===== config.mk =====
export PLATFORM = sky130hd
export DESIGN_NAME = mesi_ctrl
export DESIGN_NICKNAME = d
export VERILOG_FILES = /design/src/mesi_pkg.sv /design/src/mesi_ctrl.sv
export SDC_FILE = /design/constraint.sdc
export NUM_CORES = 1
export LEC_CHECK = 0
export BUFFER_PORTS_ARGS = -buffer_cell sky130_fd_sc_hd__buf_4
export CAP_MARGIN = 40
export CORE_AREA = 10 10 47 49
export DETAILED_ROUTE_END_ITERATION = 16
export DIE_AREA = 0 0 57 59
export PLACE_DENSITY = 0.33
export REMOVE_ABC_BUFFERS = 1
export SLEW_MARGIN = 20
export SYNTH_ARGS = -nofsm -noshare
export SYNTH_HDL_FRONTEND = slang
export SYNTH_SLANG_ARGS = --single-unit

===== constraint.sdc =====
create_clock -name clk -period 0.9 [get_ports clk]
set_input_delay 0.27 -clock clk [delete_from_list [all_inputs] [get_ports clk]]
set_output_delay 0.27 -clock clk [all_outputs]
set_load 0.005 [all_outputs]

===== src/mesi_pkg.sv =====
// Shared types, constants and helpers for the MESI set-associative cache controller.
package mesi_pkg;

  localparam int NUM_SETS   = 16;
  localparam int NUM_WAYS   = 4;
  localparam int LINE_BYTES = 8;
  localparam int OB = (LINE_BYTES <= 1) ? 1 : $clog2(LINE_BYTES);
  localparam int OBA = (LINE_BYTES <= 1) ? 0 : $clog2(LINE_BYTES);
  localparam int IBA = (NUM_SETS <= 1) ? 0 : $clog2(NUM_SETS);
  localparam int TAG_W = 32 - OBA - IBA;
  localparam int WB = (NUM_WAYS <= 1) ? 1 : $clog2(NUM_WAYS);
  localparam int LINE_W = 8 * LINE_BYTES;
  localparam int NLINES = NUM_SETS * NUM_WAYS;
  localparam int SI_W = (NUM_SETS <= 1) ? 1 : $clog2(NUM_SETS);

  // Startup wait count after reset
  localparam logic [7:0] WAIT_RESET = 8'd5;

  typedef enum logic [1:0] {
    ST_I = 2'd0, ST_S = 2'd1, ST_E = 2'd2, ST_M = 2'd3
  } mesi_t;

  typedef enum logic [1:0] {
    CMD_CPU = 2'd0, CMD_SET = 2'd1, CMD_GET = 2'd2, CMD_NOP = 2'd3
  } cmd_t;

  localparam logic [2:0] STAT_DONE = 3'd0;
  localparam logic [2:0] STAT_WAIT = 3'd1;
  localparam logic [2:0] STAT_FILL = 3'd2;
  localparam logic [2:0] STAT_MISS_BUSY = 3'd3;
  localparam logic [2:0] STAT_WB_DONE = 3'd4;
  localparam logic [2:0] STAT_INV_BUSY = 3'd5;

  localparam logic [2:0] BREQ_NONE = 3'd0;
  localparam logic [2:0] BREQ_RD = 3'd1;
  localparam logic [2:0] BREQ_RFO = 3'd2;
  localparam logic [2:0] BREQ_INV = 3'd3;
  localparam logic [2:0] BREQ_WB = 3'd4;

  typedef enum logic [1:0] {
    CS_IDLE, CS_LOOK, CS_OUT
  } ctl_state_t;

  // Controller to datapath commands
  typedef struct packed {
    logic load_in;   // capture input item, read the line row of its set
    logic exec;      // evaluate and update state, register result
  } dp_cmd_t;

endpackage


===== src/mesi_ctrl.sv =====
// Controller: sequences capture, execute and result handshake.
module mesi_ctrl
  import mesi_pkg::*;
(
  input  logic    clk,
  input  logic    rst_n,
  input  logic    in_tvalid,
  output logic    in_tready,
  output logic    out_tvalid,
  input  logic    out_tready,
  output dp_cmd_t cmd
);

  ctl_state_t state_r, state_nxt;

  always_ff @(posedge clk) begin
    if (!rst_n) state_r <= CS_IDLE;
    else state_r <= state_nxt;
  end

  // Next state and commands
  always_comb begin
    state_nxt = state_r;
    cmd = '0;
    in_tready = 1'b0;
    out_tvalid = 1'b0;
    unique case (state_r)
      CS_IDLE: begin
        in_tready = 1'b1;
        if (in_tvalid) begin cmd.load_in = 1'b1; state_nxt = CS_LOOK; end
      end
      CS_LOOK: begin cmd.exec = 1'b1; state_nxt = CS_OUT; end
      CS_OUT: begin
        out_tvalid = 1'b1;
        in_tready = out_tready;
        if (out_tready) begin
          if (in_tvalid) begin cmd.load_in = 1'b1; state_nxt = CS_LOOK; end
          else state_nxt = CS_IDLE;
        end
      end
      default: state_nxt = CS_IDLE;
    endcase
  end

endmodule


### After elaboration in Yosys (flattened, before gate mapping)

Cells that the tools add are included.

* ROM bits: 0
* logic and storage cells: 17
* memories: 0
* memory bits (writable): 0
* bits in latches: 0
* flip-flop bits (word level): 2

* magnitude comparators: 0
* multiplexer cells: 10
* add/subtract/negate cells: 0
* bitwise operators: 0
* reductions and logical operators: 2
* eq/ne operators: 4
* multiply operators: 0
* shifts and indexed selects: 0
* div/mod/pow operators: 0

Operators with widths (count)
* case mux 2 bit (3 select lines): 1
* two-way mux 1 bit: 5
* two-way mux 2 bit: 2
* != test 2 bit, second input constant: 2
* case mux 1 bit (2 select lines): 2
* == test 2 x 1 -> 1 bit, second input constant: 1
* == test 2 bit, second input constant: 1
* logical NOT 2 bit: 1
* AND reduction 2 bit: 1

### Depth between registers and ports, before layout

Gate-level depths: netlist of the first run.

* word-level depth: 3
* depth in mapped cells: 2

### Least setup slack after synthesis of the first run

Ideal clock, no wire load.

* path type: register to output
* from: register state_r[1]
* to: output port cmd[1] in the netlist's numbering
* setup slack: -0.001 ns
* arrival time: 0.631 ns
* data required time: 0.630 ns
* stages on the path, launching flop included: 3
* cells stage by stage: dfxtp_1 -> nor2b_4 -> nor3b_1

RTL lines
* start, declared: line mesi_ctrl.sv:14 `ctl_state_t state_r, state_nxt;`
* start signal, assigned: line mesi_ctrl.sv:18 `else state_r <= state_nxt;`
* end, declared: line mesi_ctrl.sv:11 `output dp_cmd_t cmd`

==> metrics.md, run 1 <==
| Metric | Value |
|---|---|
| CP Capture Type | `output pin` |
| Layout Skew | `7.39 ps` |
| P&R area growth vs syn | `111%` |
| Failing checks | `negative setup slack` |
| Synth top area cells | `dfxtp_1 34%, nor4bb_2 14%, nor3b_1 13%` |
| Drt via density | `2.97` |
| Netlist cell types | `9` |
| WS Path Type | `flop to output pin` |
| Worst-path clk slew | `30 ps` |
| Internal | `0.291 mW` |
| Layout Nets | `29` |
| Setup TNS | `-1140 ps` |
| Core area | `1400 um2` |
| HPWL Detailed | `287 um` |
| FF-to-FF setup slack | `-130 ps` |
| Critical path peak fanout | `4` |
| Final min period | `1240 ps` |
| Largest net degree at the start of global routing | `6` |
| Max transition margin | `0.868` |
| Worst path max stage delay | `310 ps` |
| Outcome | `finished with violations` |
| Vias | `116` |
| CTS max path bufs | `2` |
| Std-Cell Rows | `14` |
| DRT Pass-1 Iters | `3` |
| Diodes inserted | `0` |
| Worst path cell trace | `nor2b_4 -> nor3b_2 -> buf_4` |
| Final setup viols | `5` |
| Seq/Total Area, Yosys | `0.340` |
| Initial Utilization | `0.0839` |
| Grt total ovfl | `0` |
| Cells after Synth | `11` |
| Leakage power | `0.112 nW` |
| Syn Area/Cell | `10.7 um2` |
| First-iteration detailed-routing DRC count | `3` |
| Number of synthesized register bits | `2` |
| GRT Util Overall | `0.0263` |
| Routed Antenna Nets | `0` |
| Clock Root Buffer | `clkbuf_4` |
| Fin util | `0.177` |
| Comb pwr share | `0.188` |
| CTS tree | `yes` |
| CP max stage cell | `dfxtp_2` |
| CTS Sinks | `2` |
| CP Launch Type | `flop` |
| Buf/Inv on CP | `1` |
| Inserted Clock Buffers | `3` |
| Required @ worst endpoint | `630 ps` |
| Post-Route WL | `383 um` |
| Number of max-cap violations | `0` |
| Die area | `3360 um2` |
| Hold Path Class | `input port to flop` |
| Layout cells sized above 1 | `0.826` |
| Fin crit share | `1.38` |
| PwrDens | `1520 nW/um2` |
| Commonest non-fill, non-tap cells in the layout | `8 x buf_4, 3 x clkbuf_4, 2 x nor3b_2, 2 x buf_6, 2 x dfxtp_2` |
| Fmax | `0.808 GHz` |
| Vias in the first global route | `112` |
| Hold Fails Final Rpt | `0` |
| RD Place Congestion | `0.608` |
| Commonest non-fill, non-tap cell in the layout | `buf_4` |
| Most flops, register | `state_r` |
| Clock latency on the worst-skew pair | `230 ps` |
| Top flop regs | `state_r: 2 flops` |
| Residual DRC | `0` |
| Die W | `57 um` |
| Psw | `0.0855 mW` |
| Worst Tran Pin Value | `195 ps` |
| Fillers | `166` |
| Yosys top cell area share | `0.340` |
| Yosys warning count | `0` |
| First-pass GRT wire length | `531 um` |
| Post-synth top area cell | `dfxtp_1` |
| Crit-path leading delay family | `flip-flops` |
| Setup WS post-layout | `-338 ps` |
| Ports | `8` |
| RSZ-0062 raised after global routing | `yes` |
| Drt wl/cell | `9.82 um` |
| Fin. max-slew vios | `0` |
| Sw Share | `0.227` |
| Worst Path Arrival | `970 ps` |
| Max IR drop VDD | `0.000643 V` |
| Clock network power share | `0.543` |
| Post-Syn Area | `118 um2` |
| H-tree Lvls | `1` |
| Reg power frac | `0.269` |
| Port Buffers | `7` |
| Die Y | `59 um` |
| Initial antenna violation count | `0` |
| Total chip power | `0.377 mW` |
| Max reg flops | `2` |
[through the flow]
step,hold slack (ps),setup WS (ps),std cells,area (um2)
floorplan,388,-0.829,10,110
global placement,484,-115,35,198
detailed placement,496,-151,35,198
CTS,254,-345,38,231
global route,259,-388,39,248
finish,260,-338,39,248
[power groups by stage]
| stage | logic [mW] | registers [mW] | clock network, mW |
|---|---|---|---|
| CTS | 0.0675 | 0.101 | 0.213 |
| floorplan | 0.0223 | 0.101 | 0 |
| global placement | 0.0624 | 0.100 | 0 |
| global route | 0.0768 | 0.101 | 0.233 |
| detailed placement | 0.0634 | 0.101 | 0 |
| finish | 0.0709 | 0.101 | 0.205 |
[layer usage]
layer / global-route usage / share of wire
met5: 0 / 0
met4: 0.0201 / 0
met3: 0.0536 / 0.24
met2: 0.00465 / 0.20
met1: 0.0319 / 0.55
[area by class of cell]
type / count / area, um2 / share of cell area
well taps: 16 / 20.0 / 0.0808
multi-input cells: 8 / 80.1 / 0.323
clock buffers: 3 / 22.5 / 0.0909
flip-flops and latches: 2 / 42.5 / 0.172
repair buffers: 10 / 82.6 / 0.333
[timing repair]
item,CTS,global route
resized for setup,4,2
pin swaps,0,1
endpoints found under the hold margin,0,0
hold buffers,0,0
buffers inserted,0,1
endpoints found under the setup margin,5,6
gates cloned,0,0
[cell usage after synthesis]
cell type and number:
and2b_1 1, nor3b_1 2, nor2b_1 1, nor2_1 1
nor2b_4 1, buf_4 1, dfxtp_1 2, o21a_1 1
nor4bb_2 1
[path summary, 6_finish.rpt]
kind              startpoint         end  depth (start not counted)
setup / recovery  state_r[1]      cmd[1]                          3
hold reg to reg   state_r[0]  state_r[0]                          2
setup reg to reg  state_r[1]  state_r[0]                          4
hold / removal         rst_n  state_r[1]                          2
[logic make-up (layout without fill, tap and decap cells)]
| family | after synthesis | after routing | synth area share |
|---|---|---|---|
| AOI/OAI and AO/OA | 1 | 1 | 0.0639 |
| buffers and inverters | 1 | 13 | 0.0639 |
| DFF | 2 | 2 | 0.340 |
| and+or+nand+nor | 7 | 7 | 0.532 |
Note: power is estimated with default switching activity, not from simulation.
==> run 2: changes to the inputs <==
--- a/config.mk
+++ b/config.mk
@@ -5,12 +5,13 @@
 export SDC_FILE = /design/constraint.sdc
 export NUM_CORES = 1
 export LEC_CHECK = 0
+export ABC_AREA = 1
 export BUFFER_PORTS_ARGS = -buffer_cell sky130_fd_sc_hd__buf_4
 export CAP_MARGIN = 40
 export CORE_AREA = 10 10 47 49
 export DETAILED_ROUTE_END_ITERATION = 16
 export DIE_AREA = 0 0 57 59
-export PLACE_DENSITY = 0.33
+export PLACE_DENSITY = 0.32
 export REMOVE_ABC_BUFFERS = 1
 export SLEW_MARGIN = 20
 export SYNTH_ARGS = -nofsm -noshare
==> metrics.md, run 2 <==
| Metric | Value |
|---|---|
| Outcome | `finished with violations (unchanged)` |
| Failing checks | `negative setup slack (unchanged)` |
| CP max stage cell | `dfxtp_4 (was dfxtp_2)` |
| Ports | `8 (unchanged)` |
| Critical path peak fanout | `5 (was 4)` |
| Post-synth top area cell | `dfxtp_1 (unchanged)` |
| Die Y | `59 um (unchanged)` |
| H-tree Lvls | `1 (unchanged)` |
| Buf/Inv on CP | `2 (was 1)` |
| Inserted Clock Buffers | `3 (unchanged)` |
| Post-Syn Area | `114 um2 (was 118 um2)` |
| Synth top area cells | `dfxtp_1 35%, inv_1 16%, nand2_1 9.9% (was dfxtp_1 34%, nor4bb_2 14%, nor3b_1 13%)` |
| Initial Utilization | `0.0812 (was 0.0839)` |
| RD Place Congestion | `0.635 (was 0.608)` |
| Post-Route WL | `402 um (was 383 um)` |
| CTS Sinks | `2 (unchanged)` |
| Worst Tran Pin Value | `180 ps (was 195 ps)` |
| Required @ worst endpoint | `630 ps (about the same)` |
| PwrDens | `1510 nW/um2 (was 1520 nW/um2)` |
| Hold Fails Final Rpt | `0 (unchanged)` |
| Worst Path Arrival | `860 ps (was 970 ps)` |
| CTS tree | `yes (unchanged)` |
| Top cells by count, synth | `5 x inv_1, 3 x nand2_1, 3 x nor2_1 (was 2 x dfxtp_1, 2 x nor3b_1)` |
| Syn Area/Cell | `6.70 um2 (was 10.7 um2)` |
| R2R depth | `3 (was 4)` |
| RSZ-0062 raised after global routing | `yes (unchanged)` |
| Most used routing layer | `met3 (unchanged)` |
| Hold Slack | `269 ps (was 260 ps)` |
| Routed Antenna Nets | `0 (unchanged)` |
| Die W | `57 um (unchanged)` |
| Seq/Total Area, Yosys | `0.352 (was 0.340)` |
| Fmax | `0.887 GHz (was 0.808 GHz)` |
| Commonest non-fill, non-tap cells in the layout | `6 x buf_4, 3 x inv_1, 3 x clkbuf_4 (was 8 x buf_4, 3 x clkbuf_4, 2 x nor3b_2, 2 x buf_6, 2 x dfxtp_2)` |
| Core area | `1400 um2 (unchanged)` |
| Most flops, register | `state_r (unchanged)` |
| CP Capture Type | `output pin (unchanged)` |
| Port Buffers | `7 (unchanged)` |
| Residual DRC | `0 (unchanged)` |
| Vias | `128 (was 116)` |
| Initial antenna violation count | `0 (unchanged)` |
| Yosys top cell area share | `0.352 (was 0.340)` |
| GR met3 Demand/Resource | `0.0494 (was 0.0536)` |
| Yosys warning count | `0 (unchanged)` |
| Worst-path clk slew | `30 ps (about the same)` |
| Diodes inserted | `0 (unchanged)` |
| Layout cells sized above 1 | `0.741 (was 0.826)` |
| Final setup viols | `4 (was 5)` |
| Layout Nets | `33 (was 29)` |
| Max transition margin | `0.880 (was 0.868)` |
| Worst path max stage delay | `380 ps (was 310 ps)` |
| First-pass GRT wire length | `676 um (was 531 um)` |
| Most frequent cell after synthesis | `inv_1` |
| Final cell count without fillers | `43 (was 39)` |
| Fin. max-slew vios | `0 (unchanged)` |
| Clock Root Buffer | `clkbuf_4 (unchanged)` |
| Commonest non-fill, non-tap cell in the layout | `buf_4 (unchanged)` |
| Layout Skew | `3.91 ps (was 7.39 ps)` |
| Cells after Synth | `17 (was 11)` |
| Number of max-cap violations | `0 (unchanged)` |
| WS Path Type | `flop to output pin (unchanged)` |
| Number of synthesized register bits | `2 (unchanged)` |
| Post-CTS setup buffer count | `0 (unchanged)` |
| Crit. path cell count | `4 (was 3)` |
| Final min period | `1130 ps (was 1240 ps)` |
| CTS max path bufs | `2 (unchanged)` |
| GRT Util Overall | `0.0319 (was 0.0263)` |
| Top flop regs | `state_r: 2 flops (unchanged)` |
| CP Launch Type | `flop (unchanged)` |
| Placed Instance Area | `186 um2 (was 198 um2)` |
| Post-synth EDFFs | `0 (unchanged)` |
| Std-Cell Rows | `14 (unchanged)` |
| Grt total ovfl | `0 (unchanged)` |
| P&R area growth vs syn | `121% (was 111%)` |
| DRT Pass-1 Iters | `2 (was 3)` |
| Die area | `3360 um2 (unchanged)` |
| Async SR Flop Fraction | `0 (unchanged)` |
| Netlist cell types | `8 (was 9)` |
| Setup WS post-layout | `-227 ps (was -338 ps)` |
| WHS Path Cells | `3 (was 2)` |
| Hold Path Class | `input port to flop (unchanged)` |
| Prevailing post-synth register cell | `dfxtp_1 (unchanged)` |
| Dpl cells | `40 (was 35)` |
| M1 GR Usage | `0.0306 (was 0.0319)` |
| Crit-path leading delay family | `flip-flops (unchanged)` |
| First-iteration detailed-routing DRC count | `1 (was 3)` |
| Leakage power | `0.126 nW (was 0.112 nW)` |
| Fin crit share | `1.25 (was 1.38)` |
| Met2 Usage GRT | `0.0202 (was 0.00465)` |
| CTS Hold Bufs | `0 (unchanged)` |
| Vias in the first global route | `151 (was 112)` |
| Drt wl/cell | `9.35 um (was 9.82 um)` |
| Max reg flops | `2 (unchanged)` |
| Drt via density | `2.98 (was 2.97)` |
| Clock latency on the worst-skew pair | `220 ps (was 230 ps)` |
| Worst path cell trace | `nand2_4 -> nand3_4 -> inv_2 -> buf_6 (was nor2b_4 -> nor3b_2 -> buf_4)` |
| Setup TNS | `-841 ps (was -1140 ps)` |
| Max IR drop VDD | `0.000472 V (was 0.000643 V)` |
| Cell area after layout | `251 um2 (was 248 um2)` |
| Largest net degree at the start of global routing | `6 (unchanged)` |
==> run 2: timing repair <==
item | in CTS | in global routing
endpoints found under the setup margin | 4 | 4
resized for setup | 7 | 7
pin swaps | 3 | 1
cloned | 0 | 0
==> run 2: worst register-to-register path: cells and delay by family (launching register included) <==
kind                   cells  cell delay [ps]
DFF                        1              360
buffers and inverters      1              130
and+or+nand+nor            1               30
AOI/OAI and AO/OA          1              140
==> run 2: stage by stage <==
stage / power [mW] / util / worst slack, ps
after detailed placement: 0.164 / 0.133 / -124
after CTS: 0.380 / 0.157 / -241
after floorplan: 0.124 / - / 80.2
after global placement: 0.163 / 0.133 / -116
after global routing: 0.427 / 0.179 / -290
final: 0.380 / 0.179 / -227
==> run 2: path summary, 6_finish.rpt <==
check                           startpoint         end  slack, ps
worst max register to register  state_r[1]  state_r[1]        140
worst max-delay path            state_r[1]      cmd[1]       -230
worst min register to register  state_r[0]  state_r[0]        560
worst min-delay path                 rst_n  state_r[0]        270
==> run 2: final cells by class <==
cell class,instances,area [um2]
Timing Repair Buffer,8,67.6
Tap cell,16,20.0
Inverter,5,21.3
Fill cell,175,1150
Sequential cell,2,47.5
Clock buffer,3,22.5
Multi-Input combinational cell,9,72.6
==> run 2: kinds of logic (layout without fill, tap and decap cells) <==
| group | after synthesis | in the layout | share of synthesized area |
|---|---|---|---|
| buffers and inverters | 6 | 16 | 0.231 |
| flip-flops | 2 | 2 | 0.352 |
| AO/OA/AOI/OAI | 1 | 1 | 0.0769 |
| AND/OR/NAND/NOR | 8 | 8 | 0.341 |
==> run 2: layer usage <==
layer  vias up  wire (um)
met3         2         77
met4         0          9
li1         68          -
met2         8        120
met1        50        194
met5         -          0
==> run 2: where the power goes <==
part	switching, mW	internal, mW	total (mW)
Clock	0.0508	0.147	0.198
Combinational	0.0319	0.0462	0.0781
Sequential	0.0114	0.0929	0.104
Total	0.0940	0.286	0.380
==> run 3: changes to the inputs <==
--- a/config.mk
+++ b/config.mk
@@ -11,6 +11,7 @@
 export CORE_AREA = 10 10 47 49
 export DETAILED_ROUTE_END_ITERATION = 16
 export DIE_AREA = 0 0 57 59
+export HOLD_SLACK_MARGIN = 0.06
 export PLACE_DENSITY = 0.32
 export REMOVE_ABC_BUFFERS = 1
 export SLEW_MARGIN = 20
==> constraint.sdc (replaced) <==
create_clock -name clk -period 1.05 [get_ports clk]
set_input_delay 0.1575 -clock clk [delete_from_list [all_inputs] [get_ports clk]]
set_output_delay 0.1575 -clock clk [all_outputs]
set_load 0.005 [all_outputs]
==> metrics.md, run 3 (synthesized netlist as in run 2, its figures left out) <==
| Metric | Value |
|---|---|
| Final setup viols | `0 (was 4)` |
| First-iteration detailed-routing DRC count | `0 (was 1)` |
| Layout cells sized above 1 | `0.692 (was 0.741)` |
| CTS tree | `yes (unchanged)` |
| Number of max-cap violations | `0 (unchanged)` |
| Die W | `57 um (unchanged)` |
| CP Capture Type | `output pin (unchanged)` |
| Hold Fails Final Rpt | `0 (unchanged)` |
| CTS Sinks | `2 (unchanged)` |
| Initial Utilization | `0.0812 (unchanged)` |
| Final min period | `1020 ps` |
| Commonest non-fill, non-tap cells in the layout | `5 x buf_4, 3 x nor2_1, 3 x inv_1, 3 x clkbuf_4 (was 6 x buf_4, 3 x inv_1, 3 x clkbuf_4)` |
| Layout Nets | `32 (was 33)` |
| Die Y | `59 um (unchanged)` |
| Inserted Clock Buffers | `3 (unchanged)` |
| Crit-path leading delay family | `flip-flops (unchanged)` |
| Core area | `1400 um2 (unchanged)` |
| WS Path Type | `flop to output pin (unchanged)` |
| Worst path cell trace | `inv_2 -> nand3_2 -> inv_2 -> buf_6 (was nand2_4 -> nand3_4 -> inv_2 -> buf_6)` |
| Critical path peak fanout | `4 (was 5)` |
| Placed Instance Area | `179 um2 (was 186 um2)` |
| Most flops, register | `state_r (unchanged)` |
| Fillers | `168 (was 175)` |
| Dpl cells | `39 (was 40)` |
| Required @ worst endpoint | `890 ps (was 630 ps)` |
| Fin. max-slew vios | `0 (unchanged)` |
| Fmax | `0.981 GHz` |
| PwrDens | `1370 nW/um2 (was 1510 nW/um2)` |
| Ports | `8 (unchanged)` |
| P&R area growth vs syn | `98.9% (was 121%)` |
| Cell area after layout | `226 um2 (was 251 um2)` |
| Fin crit share | `0.970` |
| CTS Hold Bufs | `0 (unchanged)` |
| Layout Skew | `1.02 ps (was 3.91 ps)` |
| DRT Pass-1 Iters | `1 (was 2)` |
| Post-CTS setup buffer count | `0 (unchanged)` |
| CP Launch Type | `flop (unchanged)` |
| GRT Util Overall | `0.0254 (was 0.0319)` |
| First-pass GRT wire length | `524 um (was 676 um)` |
| Max IR drop VDD | `0.000519 V (was 0.000472 V)` |
| Setup TNS | `0 ps (was -841 ps)` |
| Residual DRC | `0 (unchanged)` |
| Initial antenna violation count | `0 (unchanged)` |
| Commonest non-fill, non-tap cell in the layout | `buf_4 (unchanged)` |
| CP max stage cell | `dfxtp_4 (unchanged)` |
| Hold Slack | `161 ps (was 269 ps)` |
| Top flop regs | `state_r: 2 flops (unchanged)` |
| Largest net degree at the start of global routing | `6 (unchanged)` |
| Clock Root Buffer | `clkbuf_4 (unchanged)` |
| Buf/Inv on CP | `3 (was 2)` |
| Routed Antenna Nets | `0 (unchanged)` |
| Total chip power | `0.311 mW (was 0.380 mW)` |
| Post-Route WL | `369 um (was 402 um)` |
| Drt wl/cell | `8.79 um (was 9.35 um)` |
| Max reg flops | `2 (unchanged)` |
| HPWL Detailed | `288 um` |
| CTS max path bufs | `2 (unchanged)` |
| FF+latch area | `47.5 um2 (unchanged)` |
| H-tree Lvls | `1 (unchanged)` |
| RD Place Congestion | `0.627 (was 0.635)` |
| Worst path max stage delay | `350 ps (was 380 ps)` |
| RSZ-0062 raised after global routing | `yes (unchanged)` |
| Worst-path clk slew | `30 ps (about the same)` |
| Worst Tran Pin Value | `133 ps (was 180 ps)` |
| Leakage power | `0.113 nW (was 0.126 nW)` |
| CP most frequent cell | `inv_2` |
| Area occupied by multi-input gates | `57.6 um2 (was 72.6 um2)` |
| Vias in the first global route | `124 (was 151)` |
| Outcome | `completed (was finished with violations)` |
| Std-Cell Rows | `14 (unchanged)` |
| Die area | `3360 um2 (unchanged)` |
| Clock latency on the worst-skew pair | `220 ps (about the same)` |
| Diodes inserted | `0 (unchanged)` |
| Port Buffers | `7 (unchanged)` |
| Drt via density | `2.95 (was 2.98)` |
| Hold Path Class | `input port to flop (unchanged)` |
| Final cell count without fillers | `42 (was 43)` |
| Worst Path Arrival | `860 ps (about the same)` |
| Grt total ovfl | `0 (unchanged)` |
| Max transition margin | `0.911 (was 0.880)` |
| Vias | `124 (was 128)` |
run 3: cell count changes in the layout (fill, tap and decap cells not counted), sizes merged:
cell and change:
buf -1
run 3: through the flow:
step | setup slack (ps) | utilization
6_report | 31.1 | 0.162
3_5_place_dp | 183 | 0.128
4_1_cts | 1.53 | 0.147
3_3_place_gp | 208 | 0.128
2_1_floorplan | 343 | -
5_1_grt | -36.5 | 0.162
run 3: routing by layer:
metal  vias to the layer above  global-route usage  routed length [um]
met5                         -                   0                   0
met4                         0              0.0302                   9
met3                         2              0.0408                  63
met2                        10             0.00930                  97
met1                        47              0.0293                 199
li1                         65                   -                   -
run 3: report_power, final:
part           switching [mW]  internal (mW)  total [mW]
combinational          0.0236         0.0332      0.0567
sequential            0.00762         0.0796      0.0872
clock                  0.0408          0.126       0.167
run 3: cell type report:
type	instances	area share
clock buffers	3	0.0994
inverters	5	0.0829
multi-input cells	9	0.254
flip-flops and latches	2	0.210
well taps	16	0.0884
repair buffers	7	0.265
run 3: path summary, 6_finish.rpt:
kind,cells past startpoint,slack (ps),to,startpoint
max reg2reg,2,380,state_r[1],state_r[1]
max,4,30,cmd[1],state_r[0]
min,3,160,state_r[0],rst_n
min reg2reg,2,490,state_r[1],state_r[0]
run 3: worst reg2reg max path: stages, from the launching register on:
cell and delay, ps:
dfxtp_4 350, a21oi_4 170, nor2_2 40
run 3: repair_timing:
action / in CTS / in global routing
gates resized for setup: 3 / 7
pin swaps: 0 / 1
setup endpoints to repair: 4 / 3
